==> src/rtl/sibd_pkg.sv <==
package sibd_pkg;

    localparam int ALPHA_SLOTS = 32;
    localparam int SYM_BITS    = 8;
    localparam int DIGIT_BITS  = 5;
    localparam int BASE_BITS   = 6;
    localparam int ALPHA_BITS  = ALPHA_SLOTS * SYM_BITS;
    localparam int MAX_BASE    = 32;

    // bits of the magnitude consumed per divider cycle
    localparam int DIV_STEP = 8;

    // depth of the queue between front and back, and of the result queue
    localparam int QUEUE_DEPTH = 2;

    localparam logic [SYM_BITS-1:0] SYM_MIN   = 8'd32;
    localparam logic [SYM_BITS-1:0] SYM_MAX   = 8'd126;
    localparam logic [SYM_BITS-1:0] SYM_MINUS = 8'h2D;
    localparam logic [SYM_BITS-1:0] SYM_PLUS  = 8'h2B;

    typedef enum logic [2:0] {
        REG_BASE_SIZE = 3'd0,
        REG_ALPHA_0   = 3'd1,
        REG_ALPHA_1   = 3'd2,
        REG_ALPHA_2   = 3'd3,
        REG_ALPHA_3   = 3'd4
    } reg_idx_t;

    typedef struct packed {
        logic [BASE_BITS-1:0]  base_size;
        logic [ALPHA_BITS-1:0] alphabet;
    } cfg_t;

endpackage

==> src/rtl/sibd_fifo.sv <==
module sibd_fifo #(
    parameter int WIDTH = 8,
    parameter int DEPTH = 2
) (
    input  logic             clk,
    input  logic             rst_n,
    input  logic             push,
    input  logic [WIDTH-1:0] wdata,
    output logic             full,
    input  logic             pop,
    output logic [WIDTH-1:0] rdata,
    output logic             empty
);

    localparam int PW = (DEPTH > 1) ? $clog2(DEPTH) : 1;
    localparam int CW = $clog2(DEPTH + 1);

    logic [WIDTH-1:0] entries_reg [DEPTH];
    logic [PW-1:0]    rd_ptr_reg, rd_ptr_next;
    logic [PW-1:0]    wr_ptr_reg, wr_ptr_next;
    logic [CW-1:0]    count_reg, count_next;
    logic             do_push, do_pop;

    assign full    = (count_reg == CW'(DEPTH));
    assign empty   = (count_reg == '0);
    assign do_push = push && !full;
    assign do_pop  = pop && !empty;
    assign rdata   = entries_reg[rd_ptr_reg];

    always_comb
    begin
        rd_ptr_next = rd_ptr_reg;
        wr_ptr_next = wr_ptr_reg;
        count_next  = count_reg;
        if (do_push)
        begin
            wr_ptr_next = (wr_ptr_reg == PW'(DEPTH - 1)) ? '0 : wr_ptr_reg + PW'(1);
        end
        if (do_pop)
        begin
            rd_ptr_next = (rd_ptr_reg == PW'(DEPTH - 1)) ? '0 : rd_ptr_reg + PW'(1);
        end
        if (do_push && !do_pop)
        begin
            count_next = count_reg + CW'(1);
        end
        else if (do_pop && !do_push)
        begin
            count_next = count_reg - CW'(1);
        end
    end

    always_ff @(posedge clk or negedge rst_n)
    begin
        if (!rst_n)
        begin
            rd_ptr_reg <= '0;
            wr_ptr_reg <= '0;
            count_reg  <= '0;
        end
        else
        begin
            rd_ptr_reg <= rd_ptr_next;
            wr_ptr_reg <= wr_ptr_next;
            count_reg  <= count_next;
        end
    end

    always_ff @(posedge clk)
    begin
        if (do_push)
        begin
            entries_reg[wr_ptr_reg] <= wdata;
        end
    end

endmodule

==> src/rtl/sibd_front.sv <==
module sibd_front #(
    parameter int VALUE_WIDTH = 32
) (
    input  logic                   clk,
    input  logic                   rst_n,
    input  sibd_pkg::cfg_t         cfg,
    input  logic                   push,
    input  logic [VALUE_WIDTH-1:0] value,
    output logic                   full,
    output logic                   q_push,
    output logic [VALUE_WIDTH-1:0] q_data,
    input  logic                   q_full
);

    localparam int IW = $clog2(sibd_pkg::ALPHA_SLOTS);

    typedef enum logic [2:0] {
        F_IDLE  = 3'b001,
        F_CHECK = 3'b010,
        F_PUSH  = 3'b100
    } front_state_t;

    front_state_t                   state_reg, state_next;
    logic [IW-1:0]                  idx_reg, idx_next;
    logic [VALUE_WIDTH-1:0]         value_reg;
    logic                           accept;
    logic                           base_bad;
    logic                           dup;
    logic                           sym_bad;
    logic [sibd_pkg::SYM_BITS-1:0]  sym;
    logic [sibd_pkg::BASE_BITS-1:0] n;

    assign n      = cfg.base_size;
    assign full   = (state_reg != F_IDLE);
    assign accept = push && (state_reg == F_IDLE);
    assign q_data = value_reg;
    assign sym    = cfg.alphabet[{idx_reg, 3'b000} +: sibd_pkg::SYM_BITS];

    assign base_bad = (n < sibd_pkg::BASE_BITS'(2))
                   || (n > sibd_pkg::BASE_BITS'(sibd_pkg::MAX_BASE))
                   || (n > sibd_pkg::BASE_BITS'(sibd_pkg::ALPHA_SLOTS));

    // compare the symbol under test with every symbol of lower index
    always_comb
    begin
        dup = 1'b0;
        for (int j = 0; j < sibd_pkg::ALPHA_SLOTS; j++)
        begin
            if ((IW'(j) < idx_reg)
                && (cfg.alphabet[j*sibd_pkg::SYM_BITS +: sibd_pkg::SYM_BITS] == sym))
            begin
                dup = 1'b1;
            end
        end
    end

    assign sym_bad = (sym < sibd_pkg::SYM_MIN) || (sym > sibd_pkg::SYM_MAX)
                  || (sym == sibd_pkg::SYM_MINUS) || (sym == sibd_pkg::SYM_PLUS) || dup;

    always_comb
    begin
        state_next = state_reg;
        idx_next   = idx_reg;
        q_push     = 1'b0;
        case (state_reg)
            F_IDLE:
            begin
                idx_next = '0;
                if (accept && !base_bad)
                begin
                    state_next = F_CHECK;
                end
            end
            F_CHECK:
            begin
                if (sym_bad)
                begin
                    // invalid alphabet: the item is dropped
                    state_next = F_IDLE;
                end
                else if ({1'b0, idx_reg} == n - sibd_pkg::BASE_BITS'(1))
                begin
                    state_next = F_PUSH;
                end
                else
                begin
                    idx_next = idx_reg + IW'(1);
                end
            end
            F_PUSH:
            begin
                if (!q_full)
                begin
                    q_push     = 1'b1;
                    state_next = F_IDLE;
                end
            end
            default:
            begin
                state_next = F_IDLE;
            end
        endcase
    end

    always_ff @(posedge clk or negedge rst_n)
    begin
        if (!rst_n)
        begin
            state_reg <= F_IDLE;
            idx_reg   <= '0;
        end
        else
        begin
            state_reg <= state_next;
            idx_reg   <= idx_next;
        end
    end

    always_ff @(posedge clk)
    begin
        if (accept)
        begin
            value_reg <= value;
        end
    end

endmodule

==> src/rtl/sibd_back.sv <==
module sibd_back #(
    parameter int VALUE_WIDTH = 32
) (
    input  logic                            clk,
    input  logic                            rst_n,
    input  sibd_pkg::cfg_t                  cfg,
    input  logic                            q_empty,
    input  logic [VALUE_WIDTH-1:0]          q_data,
    output logic                            q_pop,
    input  logic                            out_full,
    output logic                            out_push,
    output logic [sibd_pkg::SYM_BITS:0]     out_data
);

    localparam int STEP   = sibd_pkg::DIV_STEP;
    localparam int CHUNKS = (VALUE_WIDTH + STEP - 1) / STEP;
    localparam int PADW   = CHUNKS * STEP;
    localparam int KW     = (CHUNKS > 1) ? $clog2(CHUNKS) : 1;
    localparam int CNTW   = $clog2(VALUE_WIDTH + 1);
    localparam int AW     = $clog2(VALUE_WIDTH);
    localparam int BW     = sibd_pkg::BASE_BITS;
    localparam int DW     = sibd_pkg::DIGIT_BITS;

    typedef enum logic [4:0] {
        B_IDLE = 5'b00001,
        B_DIV  = 5'b00010,
        B_SIGN = 5'b00100,
        B_EMIT = 5'b01000,
        B_OUT  = 5'b10000
    } back_state_t;

    back_state_t            state_reg, state_next;
    logic [KW-1:0]          chunk_reg, chunk_next;
    logic [CNTW-1:0]        cnt_reg, cnt_next;
    logic                   neg_reg, neg_next;
    logic                   last_reg, last_next;
    logic [PADW-1:0]        div_reg, div_next;
    logic [BW-1:0]          rem_reg, rem_next;
    logic [PADW-1:0]        d_step;
    logic [BW-1:0]          r_step;
    logic [VALUE_WIDTH-1:0] mag;
    logic                   in_neg;
    logic [CNTW-1:0]        cnt_m1;

    // digit store, least significant digit first
    logic [DW-1:0]          digit_mem [VALUE_WIDTH];
    logic                   mem_we, mem_re;
    logic [AW-1:0]          mem_waddr, mem_raddr;
    logic [DW-1:0]          rd_data_reg;

    assign in_neg = q_data[VALUE_WIDTH-1];
    assign mag    = in_neg ? (~q_data + VALUE_WIDTH'(1)) : q_data;
    assign cnt_m1 = cnt_reg - CNTW'(1);

    // restoring long division by the base, STEP quotient bits per cycle
    always_comb
    begin
        logic [PADW-1:0] d;
        logic [BW-1:0]   r;
        logic [BW:0]     t;
        d = div_reg;
        r = rem_reg;
        for (int k = 0; k < STEP; k++)
        begin
            t = {r, d[PADW-1]};
            d = {d[PADW-2:0], 1'b0};
            if (t >= {1'b0, cfg.base_size})
            begin
                t    = t - {1'b0, cfg.base_size};
                d[0] = 1'b1;
            end
            r = t[BW-1:0];
        end
        d_step = d;
        r_step = r;
    end

    always_comb
    begin
        state_next = state_reg;
        chunk_next = chunk_reg;
        cnt_next   = cnt_reg;
        neg_next   = neg_reg;
        last_next  = last_reg;
        div_next   = div_reg;
        rem_next   = rem_reg;
        q_pop      = 1'b0;
        out_push   = 1'b0;
        out_data   = {sibd_pkg::SYM_MINUS, 1'b0};
        mem_we     = 1'b0;
        mem_re     = 1'b0;
        mem_waddr  = cnt_reg[AW-1:0];
        mem_raddr  = cnt_m1[AW-1:0];
        case (state_reg)
            B_IDLE:
            begin
                if (!q_empty)
                begin
                    q_pop      = 1'b1;
                    neg_next   = in_neg;
                    div_next   = PADW'(mag);
                    rem_next   = '0;
                    chunk_next = '0;
                    cnt_next   = '0;
                    state_next = B_DIV;
                end
            end
            B_DIV:
            begin
                div_next = d_step;
                rem_next = r_step;
                if (chunk_reg == KW'(CHUNKS - 1))
                begin
                    // one digit complete: remainder goes to the store
                    mem_we     = 1'b1;
                    cnt_next   = cnt_reg + CNTW'(1);
                    rem_next   = '0;
                    chunk_next = '0;
                    if ((d_step == '0) || (cnt_reg == CNTW'(VALUE_WIDTH - 1)))
                    begin
                        state_next = neg_reg ? B_SIGN : B_EMIT;
                    end
                end
                else
                begin
                    chunk_next = chunk_reg + KW'(1);
                end
            end
            B_SIGN:
            begin
                if (!out_full)
                begin
                    out_push   = 1'b1;
                    state_next = B_EMIT;
                end
            end
            B_EMIT:
            begin
                mem_re     = 1'b1;
                cnt_next   = cnt_m1;
                last_next  = (cnt_reg == CNTW'(1));
                state_next = B_OUT;
            end
            B_OUT:
            begin
                out_data = {cfg.alphabet[{rd_data_reg, 3'b000} +: sibd_pkg::SYM_BITS],
                            last_reg};
                if (!out_full)
                begin
                    out_push   = 1'b1;
                    state_next = last_reg ? B_IDLE : B_EMIT;
                end
            end
            default:
            begin
                state_next = B_IDLE;
            end
        endcase
    end

    always_ff @(posedge clk or negedge rst_n)
    begin
        if (!rst_n)
        begin
            state_reg <= B_IDLE;
            chunk_reg <= '0;
            cnt_reg   <= '0;
            neg_reg   <= 1'b0;
            last_reg  <= 1'b0;
        end
        else
        begin
            state_reg <= state_next;
            chunk_reg <= chunk_next;
            cnt_reg   <= cnt_next;
            neg_reg   <= neg_next;
            last_reg  <= last_next;
        end
    end

    always_ff @(posedge clk)
    begin
        div_reg <= div_next;
        rem_reg <= rem_next;
    end

    always_ff @(posedge clk)
    begin
        if (mem_we)
        begin
            digit_mem[mem_waddr] <= r_step[DW-1:0];
        end
        if (mem_re)
        begin
            rd_data_reg <= digit_mem[mem_raddr];
        end
    end

`ifndef SYNTHESIS
    a_push_room: assert property (@(posedge clk) disable iff (!rst_n)
        out_push |-> !out_full)
        else $error("result written into a full queue");

    a_rem_below_base: assert property (@(posedge clk) disable iff (!rst_n)
        (state_reg == B_DIV) |-> (rem_reg < cfg.base_size))
        else $error("partial remainder not below the base");

    a_cnt_range: assert property (@(posedge clk) disable iff (!rst_n)
        cnt_reg <= CNTW'(VALUE_WIDTH))
        else $error("digit count beyond the store depth");

    a_last_ends: assert property (@(posedge clk) disable iff (!rst_n)
        (out_push && (state_reg == B_OUT) && last_reg) |=> (state_reg == B_IDLE))
        else $error("conversion continued after the final character");

    a_emit_has_digit: assert property (@(posedge clk) disable iff (!rst_n)
        (state_reg == B_EMIT) |-> (cnt_reg != '0))
        else $error("digit read with an empty store");
`endif

endmodule

==> src/rtl/signed_int_to_base_digits.sv <==
// Converts a signed VALUE_WIDTH-bit number into characters of a base of
// base_size symbols (2 to 32) taken from the four alphabet words: a '-' first
// for negatives, then the digits most significant first, last set on the
// final one; the most negative value is written with its true magnitude, and
// an invalid base (too small, too large, symbol outside 32..126, '+' or '-',
// or a repeated symbol) makes the number produce nothing. The front checks
// one alphabet symbol per cycle and can accept the next number while the
// back is still busy. The back converts with a shared long-division unit
// that takes 8 magnitude bits per cycle and stores each digit, then reads
// the digit store back one digit at a time, most significant first, and
// writes each one as a character into the result queue. The digit store
// needs no clearing after reset. Configuration must be written only while
// no conversion is in flight; the block itself does not enforce this.
module signed_int_to_base_digits #(
    parameter int VALUE_WIDTH = 32
) (
    input  logic                          clk,
    input  logic                          rst_n,
    input  logic                          psel,
    input  logic                          penable,
    input  logic                          pwrite,
    input  logic [5:0]                    paddr,
    input  logic [63:0]                   pwdata,
    output logic [63:0]                   prdata,
    output logic                          pready,
    input  logic                          push,
    input  logic signed [VALUE_WIDTH-1:0] value,
    output logic                          full,
    input  logic                          pop,
    output logic                          empty,
    output logic [7:0]                    symbol,
    output logic                          last
);

    localparam int OW = sibd_pkg::SYM_BITS + 1;

    logic [sibd_pkg::BASE_BITS-1:0]  base_size_reg;
    logic [sibd_pkg::ALPHA_BITS-1:0] alpha_reg;
    sibd_pkg::cfg_t                  cfg;
    sibd_pkg::reg_idx_t              reg_idx;
    logic                            cfg_wr;

    logic                   q_push, q_full, q_pop, q_empty;
    logic [VALUE_WIDTH-1:0] q_wdata, q_rdata;
    logic                   out_push, out_full;
    logic [OW-1:0]          out_wdata, out_rdata;

    assign pready  = 1'b1;
    assign cfg_wr  = psel && penable && pwrite && pready;
    assign reg_idx = sibd_pkg::reg_idx_t'(paddr[5:3]);

    assign cfg.base_size = base_size_reg;
    assign cfg.alphabet  = alpha_reg;

    always_ff @(posedge clk or negedge rst_n)
    begin
        if (!rst_n)
        begin
            base_size_reg <= '0;
            alpha_reg     <= '0;
        end
        else if (cfg_wr)
        begin
            case (reg_idx)
                sibd_pkg::REG_BASE_SIZE: base_size_reg <= pwdata[sibd_pkg::BASE_BITS-1:0];
                sibd_pkg::REG_ALPHA_0:   alpha_reg[0*64 +: 64] <= pwdata;
                sibd_pkg::REG_ALPHA_1:   alpha_reg[1*64 +: 64] <= pwdata;
                sibd_pkg::REG_ALPHA_2:   alpha_reg[2*64 +: 64] <= pwdata;
                sibd_pkg::REG_ALPHA_3:   alpha_reg[3*64 +: 64] <= pwdata;
                default:
                begin
                    // writes outside the register map are ignored
                end
            endcase
        end
    end

    always_comb
    begin
        case (reg_idx)
            sibd_pkg::REG_BASE_SIZE: prdata = 64'(base_size_reg);
            sibd_pkg::REG_ALPHA_0:   prdata = alpha_reg[0*64 +: 64];
            sibd_pkg::REG_ALPHA_1:   prdata = alpha_reg[1*64 +: 64];
            sibd_pkg::REG_ALPHA_2:   prdata = alpha_reg[2*64 +: 64];
            sibd_pkg::REG_ALPHA_3:   prdata = alpha_reg[3*64 +: 64];
            default:                 prdata = '0;
        endcase
    end

    sibd_front #(
        .VALUE_WIDTH (VALUE_WIDTH)
    ) u_front (
        .clk    (clk),
        .rst_n  (rst_n),
        .cfg    (cfg),
        .push   (push),
        .value  (value),
        .full   (full),
        .q_push (q_push),
        .q_data (q_wdata),
        .q_full (q_full)
    );

    sibd_fifo #(
        .WIDTH (VALUE_WIDTH),
        .DEPTH (sibd_pkg::QUEUE_DEPTH)
    ) u_item_q (
        .clk   (clk),
        .rst_n (rst_n),
        .push  (q_push),
        .wdata (q_wdata),
        .full  (q_full),
        .pop   (q_pop),
        .rdata (q_rdata),
        .empty (q_empty)
    );

    sibd_back #(
        .VALUE_WIDTH (VALUE_WIDTH)
    ) u_back (
        .clk      (clk),
        .rst_n    (rst_n),
        .cfg      (cfg),
        .q_empty  (q_empty),
        .q_data   (q_rdata),
        .q_pop    (q_pop),
        .out_full (out_full),
        .out_push (out_push),
        .out_data (out_wdata)
    );

    // result queue decouples the converter from the consumer
    sibd_fifo #(
        .WIDTH (OW),
        .DEPTH (sibd_pkg::QUEUE_DEPTH)
    ) u_out_q (
        .clk   (clk),
        .rst_n (rst_n),
        .push  (out_push),
        .wdata (out_wdata),
        .full  (out_full),
        .pop   (pop),
        .rdata (out_rdata),
        .empty (empty)
    );

    assign symbol = out_rdata[OW-1:1];
    assign last   = out_rdata[0];

endmodule

==> config.mk <==
export PLATFORM = sky130hd
export DESIGN_NAME = signed_int_to_base_digits
export DESIGN_NICKNAME = d
export VERILOG_FILES = /design/src/rtl/sibd_pkg.sv /design/src/rtl/sibd_fifo.sv /design/src/rtl/sibd_front.sv /design/src/rtl/sibd_back.sv /design/src/rtl/signed_int_to_base_digits.sv
export SDC_FILE = /design/constraint.sdc
export NUM_CORES = 1
export LEC_CHECK = 0
export BUFFER_PORTS_ARGS = -buffer_cell sky130_fd_sc_hd__clkbuf_2
export CORE_MARGIN = 4
export CORE_UTILIZATION = 43
export DETAILED_ROUTE_END_ITERATION = 12
export HOLD_SLACK_MARGIN = 0.03
export PLACE_DENSITY_LB_ADDON = 0.08
export SKIP_CTS_REPAIR_TIMING = 1
export SLEW_MARGIN = 25
export SYNTH_ARGS = -nofsm -noshare
export SYNTH_HDL_FRONTEND = slang
export SYNTH_SLANG_ARGS = --single-unit
==> constraint.sdc <==
create_clock -name clk -period 39.6 [get_ports clk]
set_clock_uncertainty 0.05 [all_clocks]
set_input_delay 7.92 -clock clk [delete_from_list [all_inputs] [get_ports clk]]
set_output_delay 7.92 -clock clk [all_outputs]
set_load 0.02 [all_outputs]
Word-level counts from Yosys, hierarchy flattened
Memories as Yosys holds them, arrays and structs flattened. A register that Yosys moved wholly into a read port is not among the register bits.
Index checks and enable logic that the tools add are counted.
W data, S select, Z words.
{"block": "word_totals", "reg_bits": 363, "ram_bits": 242, "in_bits": 109, "out_inout_bits": 76, "word_cells": 338, "mem_count": 3}
{"block": "classes", "addsub": 22, "n_lt_le_gt_ge": 44, "n_eq_ne": 63, "shifts": 2, "muxes": 100, "bitwise": 2, "reduce_logical": 81}
{"name": "u_back.digit_mem", "words": 32, "word_bits": 5, "rd": 1, "rd_clocked_by_memory_dff": 1, "wr": 1, "line": "sibd_back.sv:46", "rtl": "logic [DW-1:0] digit_mem [VALUE_WIDTH];"}
{"name": "u_item_q.entries_reg", "words": 2, "word_bits": 32, "rd": 1, "rd_clocked_by_memory_dff": 0, "wr": 1, "line": "sibd_fifo.sv:18", "rtl": "logic [WIDTH-1:0] entries_reg [DEPTH];"}
{"name": "u_out_q.entries_reg", "words": 2, "word_bits": 9, "rd": 1, "rd_clocked_by_memory_dff": 0, "wr": 1, "line": "sibd_fifo.sv:18"}
{"cell": "$shiftx A256 B9 Y8", "count": 2}
{"cell": "$pmux W64 S5", "count": 1}
{"cell": "$eq A8 B8 Y1", "count": 32}
{"cell": "$lt A5 B5 Y1 const A", "count": 16}
{"cell": "$mux W6", "count": 11}
{"cell": "$mux W32", "count": 2}
{"cell": "$pmux W32 S2", "count": 1}
{"cell": "$mux W1", "count": 59}
{"cell": "$ge A7 B6 Y1", "count": 8}
{"cell": "$sub A6 B6 Y6", "count": 8}
{"cell": "$logic_and A1 B1 Y1", "count": 44}
{"cell": "$lt A4 B5 Y1 const A", "count": 8}
{"cell": "$mux W5", "count": 7}
{"cell": "$add A32 B1 Y32 const B", "count": 1}
{"cell": "$logic_not A32 Y1", "count": 1}
{"cell": "$not A32 Y32", "count": 1}
{"cell": "$pmux W5 S5", "count": 1}
{"cell": "$lt A3 B5 Y1 const A", "count": 4}
{"cell": "$pmux W6 S3", "count": 1}
{"cell": "$eq A8 B6 Y1 const B", "count": 2}
{"cell": "$ne A2 B2 Y1 const B", "count": 7}
{"cell": "$reduce_and A2 Y1", "count": 7}
{"cell": "$mux W2", "count": 6}
{"cell": "$mux W3", "count": 4}
{"cell": "other kinds (42)", "count": 80}

Depth between registers and ports, before layout
Gate-level depths: netlist (run 1).
{"block": "logic_depth", "word_depth": 38, "depth_mapped": 79}

Cells and area by module
From an unflattened synthesis (run 1), not the netlist that was laid out.
{"block": "hier_totals", "hier_cells": 2914, "hier_area_um2": 36831.6}
{"mod": "sibd_back", "instances": 1, "cells_per_inst": 1128, "area_per_inst_um2": 14622.8, "seq_area_each_um2": 6472.5}
{"mod": "signed_int_to_base_digits", "instances": 1, "cells_per_inst": 807, "area_per_inst_um2": 11672.4, "seq_area_each_um2": 6556.3}
{"mod": "sibd_front", "instances": 1, "cells_per_inst": 813, "area_per_inst_um2": 7031.7, "seq_area_each_um2": 1162.4}
{"mod": "sibd_fifo at u_item_q", "instances": 1, "cells_per_inst": 119, "area_per_inst_um2": 2658.8, "seq_area_each_um2": 2021.9}
{"mod": "sibd_fifo at u_out_q", "instances": 1, "cells_per_inst": 47, "area_per_inst_um2": 845.8, "seq_area_each_um2": 640.6}

Worst setup path before layout (run 1)
Ideal clock, no wire load.
{"block": "synth_path", "kind": "input-to-output", "from": "in paddr[4]", "to": "out prdata[10]", "t_arrival_ns": 9.496, "slack_ns": 22.134, "path_stages": 7, "path_cell_list": "clkbuf_1 inv_1 nor3_1 clkbuf_1 buf_1 a22oi_1 nand2_1"}
{"block": "synth_via", "elab_chain_len": 2, "word_cells_on_any_way": 6, "classes_between": "eq/ne (4); mux (1); reduce/logical (1)"}
{"item": "from (decl)", "line": "signed_int_to_base_digits.sv:22", "rtl": "input logic [5:0] paddr,"}
{"item": "$eq A3 B3 Y1 (tied with other cells)", "line": "signed_int_to_base_digits.sv:80", "rtl": "case (reg_idx)"}
{"item": "$pmux W64 S5 (*)", "line": "signed_int_to_base_digits.sv:80"}
{"item": "to (decl)", "line": "signed_int_to_base_digits.sv:24", "rtl": "output logic [63:0] prdata,"}
Every way passes the cells marked *; elsewhere a longest branch is shown, timed or not.

Worst setup path in the final report (run 1)
{"block": "layout_path", "from": "reg base_size_reg[5] (netlist bit)", "to": "reg u_back.rem_reg[4], data pin"}
{"block": "layout_via", "elab_chain_len": 18, "word_cells_on_any_way": 26, "classes_between": "add/sub (8); order compare (8); mux (10)"}
{"item": "from (decl)", "line": "signed_int_to_base_digits.sv:37", "rtl": "logic [sibd_pkg::BASE_BITS-1:0] base_size_reg;"}
{"item": "from (signal assigned)", "line": "signed_int_to_base_digits.sv:65", "rtl": "sibd_pkg::REG_BASE_SIZE: base_size_reg <= pwdata[sibd_pkg::BASE_BITS-1:0];"}
{"item": "$sub A6 B6 Y6 or $ge A7 B6 Y1 (tied branches)", "line": "sibd_back.sv:69, sibd_back.sv:67"}
{"item": "$mux W6", "line": "sibd_back.sv:67", "rtl": "if (t >= {1'b0, cfg.base_size})"}
{"item": "$ge A7 B6 Y1 or $sub A6 B6 Y6 (tied branches)", "line": "sibd_back.sv:67, sibd_back.sv:69"}
{"item": "$mux W6", "line": "sibd_back.sv:67"}
{"item": "$sub A6 B6 Y6 or $ge A7 B6 Y1 (tied branches)", "line": "sibd_back.sv:69, sibd_back.sv:67"}
{"item": "$mux W6", "line": "sibd_back.sv:67"}
{"item": "$sub A6 B6 Y6 or $ge A7 B6 Y1 (tied branches)", "line": "sibd_back.sv:69, sibd_back.sv:67"}
{"item": "$mux W6", "line": "sibd_back.sv:67"}
{"item": "[3 not listed]"}
{"item": "$mux W6", "line": "sibd_back.sv:67"}
{"item": "$ge A7 B6 Y1 or $sub A6 B6 Y6 (tied branches)", "line": "sibd_back.sv:67, sibd_back.sv:69"}
{"item": "$mux W6", "line": "sibd_back.sv:67"}
{"item": "$sub A6 B6 Y6 or $ge A7 B6 Y1 (tied branches)", "line": "sibd_back.sv:69, sibd_back.sv:67"}
{"item": "$mux W6 (*)", "line": "sibd_back.sv:67"}
{"item": "net u_back.r_step[4]", "line": "sibd_back.sv:40", "rtl": "logic [BW-1:0] r_step;"}
{"item": "$mux W6 (*)", "line": "sibd_back.sv:112", "rtl": "if (chunk_reg == KW'(CHUNKS - 1))"}
{"item": "$pmux W6 S2 (*)", "line": "sibd_back.sv:94", "rtl": "case (state_reg)"}
{"item": "to (signal assigned)", "line": "sibd_back.sv:184", "rtl": "rem_reg <= rem_next;"}
{"item": "to (decl)", "line": "sibd_back.sv:38", "rtl": "logic [BW-1:0] rem_reg, rem_next;"}
Mark *: on every way through the listed nets, which the timed path passes. The rest lies on a longest branch.
A chain may end at the register's enable or synchronous reset.

==> results of run 1 <==
==> area by class of cell <==
| class | count | area [um2] | area share (%) |
|---|---|---|---|
| Multi-Input combinational cell | 2094 | 18330 | 45.21 |
| Sequential cell | 610 | 16860 | 41.59 |
| Clock buffer | 91 | 1974 | 4.870 |
| Tap cell | 1134 | 1419 | 3.500 |
| Timing Repair Buffer | 232 | 1313 | 3.237 |
| Clock inverter | 38 | 432.9 | 1.068 |
| Inverter | 52 | 195.2 | 0.4814 |
| Antenna cell | 7 | 17.52 | 0.04320 |
==> logic make-up (layout without fill, tap and decap cells) <==
| group | Yosys count | in the layout | share of synthesized area [%] |
|---|---|---|---|
| flops | 610 | 610 | 46.43 |
| simple gates | 609 | 609 | 8.607 |
| mux | 591 | 591 | 21.94 |
| compound gates | 507 | 507 | 9.534 |
| xor+xnor | 320 | 320 | 7.721 |
| buf+inv | 241 | 413 | 3.323 |
| fa+ha+maj | 66 | 66 | 2.440 |
| other cells | 1 | 8 | 0.01033 |
==> cell usage after synthesis (all sizes together), types with 101 or more instances <==
cell	number
o21ai	114
nand2	158
mux2	297
xor2	182
a22oi	118
dfrtp	291
mux4	134
mux2i	160
edfxtp	317
xnor2	138
clkbuf	101
nor2	126
==> metal layers <==
layer  share of wire (%)  up-vias
met4                 4.2        8
met3                 6.3      221
met5               0.035        -
met2                  49      994
li1                    -    11477
met1                  41    13128
==> through the flow <==
step                      setup WS, ps  instances
after floorplan                  22130       2945
after global placement           19370       4121
after detailed placement         19200       4121
after CTS                        19160       4250
after global routing             17730       4254
final                            19070       4258
==> final timing paths <==
check | startpoint | endpoint | slack [ps] | depth (start not counted)
min reg2reg | u_front.q_data[9]$_DFFE_PP_ | u_item_q.entries_reg[0][9]$_DFFE_PP_ | 390 | 0
min in group asynchronous | rst_n | alpha_reg[129]$_DFFE_PN0P_ | 7280 | 1
max | base_size_reg[5]$_DFFE_PN0P_ | u_back.rem_reg[4]$_SDFFCE_PN0P_ | 19070 | 73
min | u_front.q_data[9]$_DFFE_PP_ | u_item_q.entries_reg[0][9]$_DFFE_PP_ | 390 | 0
max in group asynchronous | rst_n | u_back.cnt_reg[0]$_DFFE_PN0P_ | 29880 | 3
max reg2reg | base_size_reg[5]$_DFFE_PN0P_ | u_back.rem_reg[4]$_SDFFCE_PN0P_ | 19070 | 73
==> key figures, run 1 <==
Drt
  • Drt drc: 0
  • Initial DRC count: 2,037
  • Routed vias: 25,828
  • TritonRoute pass-1 iters: 5
  • Final WL: 123,100 um
  • Post-route ant nets: 0
  • Post-DR vias/cell: 6.066
  • Wire length per cell: 28.91 um

Setup path
  • CP peak stage delay: 740 ps
  • Most common cell on crit path: o21ai_0
  • Worst path buffer plus inverter count: 3
  • CP required: 40,040 ps
  • Critical path's slowest cell: mux2_2
  • Crit Path Max Fanout: 33
  • Worst Setup Path Type: reg -> reg
  • Startpoint types: flip-flop
  • CP arrival: 20,970 ps
  • CP top delay family: compound AO/OA/AOI/OAI gates
  • Worst setup EP type: flip-flop

STA
  • Final critical-path share of the clock period: 51.85%
  • Unrepaired setup endpoints after global routing: no
  • FMAX: 48.71 MHz
  • Setup TNS: 0 ps
  • Final Critical Period: 20,530 ps
  • Final setup fails: 0
  • Pins Over Slew Limit: 0
  • Final-report hold violation count: 0
  • Worst hold slack: 393.0 ps
  • Slew headroom: 30.20%
  • Slew @ Worst Pin: 1047 ps

Synthesis
  • Sequential-to-total area share from yosys stat: 46.43%
  • Synth top area cells: edfxtp_1 26%, dfrtp_1 20%, mux2_2 9.1%
  • Area of the mapped netlist: 36,300 um2
  • Share of the synthesized area in the top cell type: 26.22%
  • YS warnings: 0
  • Post-synth top flop: edfxtp_1
  • Cell count after synthesis: 2,945
  • Avg Cell Area, Syn: 12.33 um2
  • EDFF count, synth: 317
  • Syn nets: 3,120
  • Largest area contributor in the netlist: edfxtp_1
  • #FFs+latches synth: 610
  • Synth async-reset ratio: 48.03%
  • Yosys cell types: 96

Floorplanning
  • Core region area: 83,690 um2
  • Die outline area: 89,140 um2
  • Cell Rows: 106
  • Initial Util: 43.38%
  • Vert. Die Dim: 298.6 um
  • I/O pin cnt: 185
  • Die span in x: 298.6 um

Placed design
  • DP HPWL: 89,820 um
  • Area after DPL: 38,100 um2
  • Final Wtd Congestion: 0.9767
  • Port buffer count: 180

Clock tree
  • Clock sinks: 610
  • Clock-pin slew on the worst setup and hold paths: 60 ps
  • Worst skew pair latency: 640 ps
  • Num CTS Buffers: 72
  • TritonCTS clock tree: done
  • Clock root buffer: clkbuf_16
  • H-tree depth: 3
  • Clock buffer depth: 3

Final layout
  • Most frequent cells in the layout: 317 x edfxtp_1, 295 x mux2_2, 287 x dfrtp_1
  • Final Cell Area: 40,540 um2
  • Post-layout nets: 3,237
  • Final Util: 48.45%
  • Area Overhead vs Synth: 11.69%
  • Fraction of layout cells with a size suffix above 1: 26.63%
  • Max reg flops: 256
  • Most common cell after layout, fill and taps aside: edfxtp_1
  • # fillers: 7,488

Global route
  • Remaining global-route overflow: 0
  • First-pass GRT wire length: 179,400 um
  • Largest net degree at the start of global routing: 90
  • Vias in the first global route: 26,073
  • Met2 Use GR: 45.38%
  • GR Util met3: 4.635%
  • M1 GR Usage: 34.93%
  • Initial antenna violation count: 12
  • Global Route Usage Sum: 26.98%
  • Top Usage Layer GRT: met2

Run
  • Max Cap Viol: 0

Worst hold path
  • Worst hold path class: reg -> reg

Outcome
  • Status: finished, final reports clean
Power of run 1 is not shown: default switching activity piles up to over one toggle a cycle in this logic, so the estimate is an artifact.
==> inputs of run 2 (changes only) <==
==> constraint.sdc (replaced) <==
create_clock -name clk -period 20.8 [get_ports clk]
set_clock_uncertainty 0.05 [all_clocks]
set_input_delay 4.16 -clock clk [delete_from_list [all_inputs] [get_ports clk]]
set_output_delay 4.16 -clock clk [all_outputs]
set_load 0.02 [all_outputs]
==> run 2 against run 1 <==
- register-to-register slack got worse by 17000 ps
- maximum frequency increased by 7.6%
- via count rose by 0.12%
- utilization is 0.091 points higher
- cell area up 0.19%
- critical path depth is 3 higher
- sequential share of layout area fell by 0.078 points
- worst setup slack got worse by 17000 ps
- non-clock buffer count is 9 higher
- global-route usage up 0.096 points
- sequential cell count unchanged
==> key figures, run 2 (synthesis results as in run 1) <==
Final layout
  • Post-layout nets: 3,244 (was 3,237)
  • Area Overhead vs Synth: 11.90% (was 11.69%)
  • FF/Latch Area: 16,860 um2 (unchanged)
  • Most frequent cells in the layout: 317 x edfxtp_1, 293 x mux2_2, 287 x dfrtp_1 (was 317 x edfxtp_1, 295 x mux2_2, 287 x dfrtp_1)
  • # fillers: 7,422 (was 7,488)
  • Max reg flops: 256 (unchanged)
  • Fraction of layout cells with a size suffix above 1: 26.63% (about the same)
  • Final Cell Area: 40,620 um2 (was 40,540 um2)
  • Multi-input logic area: 18,350 um2 (was 18,330 um2)
  • Most common cell after layout, fill and taps aside: edfxtp_1 (unchanged)

Placed design
  • Area after DPL: 38,170 um2 (was 38,100 um2)
  • Final Wtd Congestion: 0.9736 (was 0.9767)
  • Port buffer count: 180 (unchanged)
  • Place WS: 1508 ps (was 19,200 ps)
  • DP HPWL: 89,570 um (was 89,820 um)

STA
  • Final Critical Period: 19,080 ps (was 20,530 ps)
  • Final critical-path share of the clock period: 91.71% (was 51.85%)
  • Slew headroom: 28.06% (was 30.20%)
  • Unrepaired setup endpoints after global routing: no (unchanged)
  • Setup ws final: 1724 ps (was 19,070 ps)
  • FMAX: 52.42 MHz (was 48.71 MHz)
  • Setup TNS: 0 ps (unchanged)
  • Final-report hold violation count: 0 (unchanged)
  • Worst hold slack: 394.0 ps (was 393.0 ps)
  • Final setup fails: 0 (unchanged)
  • Pins Over Slew Limit: 0 (unchanged)
  • Slew @ Worst Pin: 1079 ps (was 1047 ps)

Outcome
  • Status: finished, final reports clean (unchanged)

Clock tree
  • Clock buffer depth: 3 (unchanged)
  • TritonCTS clock tree: done (unchanged)
  • Worst skew pair latency: 650 ps (was 640 ps)
  • Clock root buffer: clkbuf_16 (unchanged)
  • Clock-pin slew on the worst setup and hold paths: 60 ps (about the same)
  • H-tree depth: 3 (unchanged)
  • Num CTS Buffers: 70 (was 72)
  • Clock sinks: 610 (unchanged)

Setup path
  • Worst Setup Path Type: reg -> reg (unchanged)
  • Worst path buffer plus inverter count: 6 (was 3)
  • CP peak stage delay: 520 ps (was 740 ps)
  • CP arrival: 19,420 ps (was 20,970 ps)
  • Crit Path Max Fanout: 33 (unchanged)
  • CP top delay family: compound AO/OA/AOI/OAI gates (unchanged)
  • Critical path's slowest cell: inv_1 (was mux2_2)
  • CP required: 21,140 ps (was 40,040 ps)
  • Startpoint types: flip-flop (unchanged)
  • CP Depth: 76 (was 73)
  • Worst setup EP type: flip-flop (unchanged)
  • Worst reg-to-reg path cell count: 76 (was 73)
  • Most common cell on crit path: o21ai_0 (unchanged)

Global route
  • Largest net degree at the start of global routing: 94 (was 90)
  • Remaining global-route overflow: 0 (unchanged)
  • Vias in the first global route: 26,110 (was 26,073)
  • Global Route Usage Sum: 27.07% (was 26.98%)
  • First-pass GRT wire length: 180,100 um (was 179,400 um)
  • Initial antenna violation count: 8 (was 12)

Drt
  • Routed vias: 25,858 (was 25,828)
  • Drt drc: 0 (unchanged)
  • Post-DR vias/cell: 6.066 (about the same)
  • Wire length per cell: 28.82 um (was 28.91 um)
  • TritonRoute pass-1 iters: 5 (unchanged)
  • Final WL: 122,800 um (was 123,100 um)
  • Post-route ant nets: 0 (unchanged)
  • Initial DRC count: 2,299 (was 2,037)

Worst hold path
  • Worst hold path class: reg -> reg (unchanged)
  • Hold Path Depth: 0 (unchanged)

Floorplanning
  • Initial Util: 43.38% (unchanged)
  • Die span in x: 298.6 um (unchanged)
  • Vert. Die Dim: 298.6 um (unchanged)
  • Die outline area: 89,140 um2 (unchanged)
  • Cell Rows: 106 (unchanged)
  • Core region area: 83,690 um2 (unchanged)
  • I/O pin cnt: 185 (unchanged)

Run
  • Max Cap Viol: 0 (unchanged)
-- run 2: cell types whose count changed in the layout (fill, tap and decap cells not counted), moves of 3 or more --
cell | previous run | this run
buf_4 | 49 | 60
clkbuf_1 | 10 | 15
clkbuf_16 | 73 | 70
clkbuf_8 | 8 | 14
clkinv_2 | 16 | 12
clkinvlp_4 | 3 | 0
-- run 2: worst paths after layout --
check                                              from  slack [ps]                                    end
max                        base_size_reg[5]$_DFFE_PN0P_        1720        u_back.rem_reg[4]$_SDFFCE_PN0P_
min                        u_front.q_data[13]$_DFFE_PP_         390  u_item_q.entries_reg[0][13]$_DFFE_PP_
max reg2reg                base_size_reg[5]$_DFFE_PN0P_        1720        u_back.rem_reg[4]$_SDFFCE_PN0P_
min reg2reg                u_front.q_data[13]$_DFFE_PP_         390  u_item_q.entries_reg[0][13]$_DFFE_PP_
max in group asynchronous                         rst_n       14840             alpha_reg[187]$_DFFE_PN0P_
min in group asynchronous                         rst_n        3530               alpha_reg[1]$_DFFE_PN0P_
-- run 2: metal layers --
layer,GRT usage (%),wire length [um],vias up
met2,45.57,59580,954
li1,-,-,11487
met5,0,37,-
met4,9.497,4710,6
met1,35.37,50580,13208
met3,4.773,7937,203
-- run 2: worst reg2reg max path, delay by kind of cell (launching register included) --
family                     cells  cell delay [ps]
AOI/OAI and AO/OA             39             9020
adders and majority gates      8             2810
and+or+nand+nor               17             2730
muxes                          6             2390
buffers and inverters          6             1370
DFF                            1              470
-- run 2: area by class of cell --
cell class / count / share of cell area (%)
clock inverters: 28 / 1.016
well taps: 1134 / 3.493
clock buffers: 99 / 4.925
flip-flops and latches: 610 / 41.51
repair buffers: 241 / 3.379
inverters: 52 / 0.4805
multi-input cells: 2094 / 45.17
diodes: 5 / 0.03080
-- run 2: through the flow --
step / util, % / instances
2_1_floorplan: - / 2945
3_3_place_gp: 45.59 / 4131
3_5_place_dp: 45.61 / 4131
4_1_cts: 48.50 / 4258
5_1_grt: 48.53 / 4259
6_report: 48.54 / 4263
Power of run 2 is left out for the same reason.
==> inputs of run 3 (changes only) <==
--- a/config.mk
+++ b/config.mk
@@ -5,7 +5,9 @@
 export SDC_FILE = /design/constraint.sdc
 export NUM_CORES = 1
 export LEC_CHECK = 0
+export ABC_AREA = 1
 export BUFFER_PORTS_ARGS = -buffer_cell sky130_fd_sc_hd__clkbuf_2
+export CAP_MARGIN = 20
 export CORE_MARGIN = 4
 export CORE_UTILIZATION = 43
 export DETAILED_ROUTE_END_ITERATION = 12
==> run 3 against run 2 <==
- synthesized cell count up 60%
- cell count up 40%
- sequential cell count unchanged
- maximum frequency up 21%
- worst setup slack better by 3300 ps
- non-clock buffer count down 5
- first-iteration DRC count up 74%
- die area up 3.2%
- routed wire length up 31%
- cell area up 2.3%
- clock-buffer cell count down 7
==> key figures, run 3 <==
STA
  • Final setup fails: 0 (unchanged)
  • Worst hold slack: 391.1 ps (was 394.0 ps)
  • Final critical-path share of the clock period: 76.00% (was 91.71%)
  • Setup TNS: 0 ps (unchanged)
  • Pins Over Slew Limit: 0 (unchanged)
  • Slew @ Worst Pin: 1248 ps (was 1079 ps)
  • FMAX: 63.26 MHz (was 52.42 MHz)
  • Final-report hold violation count: 0 (unchanged)
  • Slew headroom: 15.92% (was 28.06%)
  • Unrepaired setup endpoints after global routing: no (unchanged)
  • Final Critical Period: 15,810 ps (was 19,080 ps)
  • Setup ws final: 4991 ps (was 1724 ps)

Synthesis
  • Synth top area cells: edfxtp_1 25%, dfrtp_1 19%, nand2_1 9.2% (was edfxtp_1 26%, dfrtp_1 20%, mux2_2 9.1%)
  • #FFs+latches synth: 610 (unchanged)
  • Syn nets: 4,894 (was 3,120)
  • Yosys cell types: 68 (was 96)
  • Share of the synthesized area in the top cell type: 25.38% (was 26.22%)
  • Area of the mapped netlist: 37,510 um2 (was 36,300 um2)
  • Post-synth top flop: edfxtp_1 (unchanged)
  • Avg Cell Area, Syn: 7.948 um2 (was 12.33 um2)
  • Cell with the most instances after synthesis: nand2_1 (was edfxtp_1)
  • YS warnings: 0 (unchanged)
  • Top post-synthesis cells by count: 919 x nand2_1, 641 x o21ai_0, 478 x inv_1, 462 x nor2_1, 317 x edfxtp_1 (was 317 x edfxtp_1, 294 x mux2_2, 291 x dfrtp_1, 182 x xor2_1, 160 x mux2i_1)
  • EDFF count, synth: 317 (unchanged)
  • Largest area contributor in the netlist: edfxtp_1 (unchanged)
  • Cell count after synthesis: 4,719 (was 2,945)
  • Synth async-reset ratio: 48.03% (unchanged)
  • Sequential-to-total area share from yosys stat: 44.93% (was 46.43%)

Clock tree
  • Worst skew pair latency: 660 ps (was 650 ps)
  • Clock-pin slew on the worst setup and hold paths: 60 ps (about the same)
  • TritonCTS clock tree: done (unchanged)
  • Clock root buffer: clkbuf_16 (unchanged)
  • Num CTS Buffers: 71 (was 70)
  • Clock sinks: 610 (unchanged)
  • Clock buffer depth: 3 (unchanged)
  • H-tree depth: 3 (unchanged)

Final layout
  • Post-layout nets: 4,924 (was 3,244)
  • Layout Cells excl Fill: 5,958 (was 4,263)
  • Most common cell after layout, fill and taps aside: nand2_1 (was edfxtp_1)
  • Most frequent cells in the layout: 914 x nand2_1, 639 x o21ai_0, 475 x inv_1 (was 317 x edfxtp_1, 293 x mux2_2, 287 x dfrtp_1)
  • Fraction of layout cells with a size suffix above 1: 9.396% (was 26.63%)
  • Area Overhead vs Synth: 10.78% (was 11.90%)
  • Max reg flops: 256 (unchanged)

Global route
  • Global Route Usage Sum: 34.42% (was 27.07%)
  • Remaining global-route overflow: 0 (unchanged)
  • Vias in the first global route: 33,174 (was 26,110)
  • Initial antenna violation count: 7 (was 8)
  • Largest net degree at the start of global routing: 135 (was 94)
  • First-pass GRT wire length: 231,200 um (was 180,100 um)

Floorplanning
  • Die span in x: 303.3 um (was 298.6 um)
  • Vert. Die Dim: 303.3 um (was 298.6 um)
  • Cell Rows: 108 (was 106)
  • I/O pin cnt: 185 (unchanged)
  • Initial Util: 43.30% (was 43.38%)
  • Die outline area: 92,020 um2 (was 89,140 um2)
  • Core region area: 86,620 um2 (was 83,690 um2)

Run
  • Max Cap Viol: 0 (unchanged)

Drt
  • Initial DRC count: 3,990 (was 2,299)
  • Post-route ant nets: 0 (unchanged)
  • Post-DR vias/cell: 5.939 (was 6.066)
  • Final WL: 160,900 um (was 122,800 um)
  • TritonRoute pass-1 iters: 6 (was 5)
  • Routed vias: 35,383 (was 25,858)
  • Wire length per cell: 27.00 um (was 28.82 um)
  • Drt drc: 0 (unchanged)

Worst hold path
  • Worst hold path class: reg -> reg (unchanged)
  • Hold Path Depth: 0 (unchanged)
  • Hold Path Origin: u_front.q_data[13]$_DFFE_PP_ (unchanged)

Placed design
  • DP HPWL: 116,600 um (was 89,570 um)
  • # placed instances: 5,831 (was 4,131)
  • Place WS: 5434 ps (was 1508 ps)
  • Final Wtd Congestion: 1.062 (was 0.9736)
  • Port buffer count: 180 (unchanged)

Setup path
  • Worst setup EP type: flip-flop (unchanged)
  • Worst Setup Path Type: reg -> reg (unchanged)
  • Most common cell on crit path: a21oi_1 (was o21ai_0)
  • Startpoint types: flip-flop (unchanged)
  • CP arrival: 15,840 ps (was 19,420 ps)
  • CP peak stage delay: 770 ps (was 520 ps)
  • Worst r2r src: base_size_reg[1]$_DFFE_PN0P_ (was base_size_reg[5]$_DFFE_PN0P_)
  • CP required: 20,830 ps (was 21,140 ps)
  • Worst reg-to-reg path cell count: 75 (was 76)
  • Crit Path Max Fanout: 32 (was 33)
  • Critical path's slowest cell: clkinv_1 (was inv_1)
  • CP startpoint: base_size_reg[1]$_DFFE_PN0P_ (was base_size_reg[5]$_DFFE_PN0P_)

Outcome
  • Status: finished, final reports clean (unchanged)
-- run 3: changes by cell type in the layout (fill, tap and decap cells not counted), sizes merged, moves of 51 or more --
cell | before | now
a221o | 0 | 51
mux4 | 134 | 0
xnor2 | 138 | 22
o211ai | 9 | 103
mux2 | 297 | 0
nand3 | 48 | 193
a22oi | 118 | 5
o21ai | 114 | 668
nor2 | 126 | 468
inv | 53 | 489
a21oi | 69 | 239
nand2 | 158 | 936
mux2i | 160 | 29
xor2 | 182 | 127
-- run 3: path summary, 6_finish.rpt --
kind	slack (ps)	endpoint
worst max-delay path	4990	u_back.digit_mem[19][0]$_DFFE_PP_
worst max register to register	4990	u_back.digit_mem[19][0]$_DFFE_PP_
min in group asynchronous	3480	alpha_reg[153]$_DFFE_PN0P_
max in group asynchronous	15670	u_front.idx_reg[0]$_DFFE_PN0P_
worst min register to register	390	u_item_q.entries_reg[1][13]$_DFFE_PP_
worst min-delay path	390	u_item_q.entries_reg[1][13]$_DFFE_PP_
-- run 3: cell families (layout without fill, tap and decap cells) --
family / Yosys count / in the layout / share of synthesized area, %
xor gates and xnor gates: 149 / 149 / 3.479
adders and majority gates: 66 / 66 / 2.362
AOI/OAI and AO/OA: 1246 / 1246 / 19.28
buffers and inverters: 773 / 854 / 8.073
muxes: 29 / 29 / 0.7739
DFF: 610 / 610 / 44.93
other: 1 / 4 / 0.009998
and+or+nand+nor: 1845 / 1845 / 21.09
-- run 3: worst max-delay path: cells and delay by family, from the launching register on --
kind,cells,cell delay (ps)
buffers and inverters,9,2210
AO/OA/AOI/OAI,32,6500
adder cells (fa/ha/maj),8,2790
AND/OR/NAND/NOR,26,3260
flip-flops,1,360
-- run 3: metal layers --
layer / track usage (%) / vias up / part of all wire [%]
met4: 20.34 / 8 / 7.3
met1: 44.72 / 17049 / 40
met2: 53.93 / 1620 / 45
met3: 6.228 / 433 / 7.8
li1: - / 16273 / -
met5: 0 / - / 0.029
-- run 3: through the flow --
step	utilization, %	instance area [um2]
floorplan	-	37510
global placement	45.32	39250
detailed placement	45.32	39260
CTS	47.95	41530
global route	47.96	41540
finish	47.97	41550
-- run 3: final cells by class --
class / instances / area (um2)
multi-input cells: 3336 / 17760
flip-flops and latches: 610 / 16860
clock buffers: 92 / 1987
clock inverters: 32 / 289.0
diodes: 3 / 7.507
inverters: 494 / 1861
repair buffers: 236 / 1344
fillers: 8667 / 45070
well taps: 1155 / 1445
Power of run 3 is left out for the same reason.
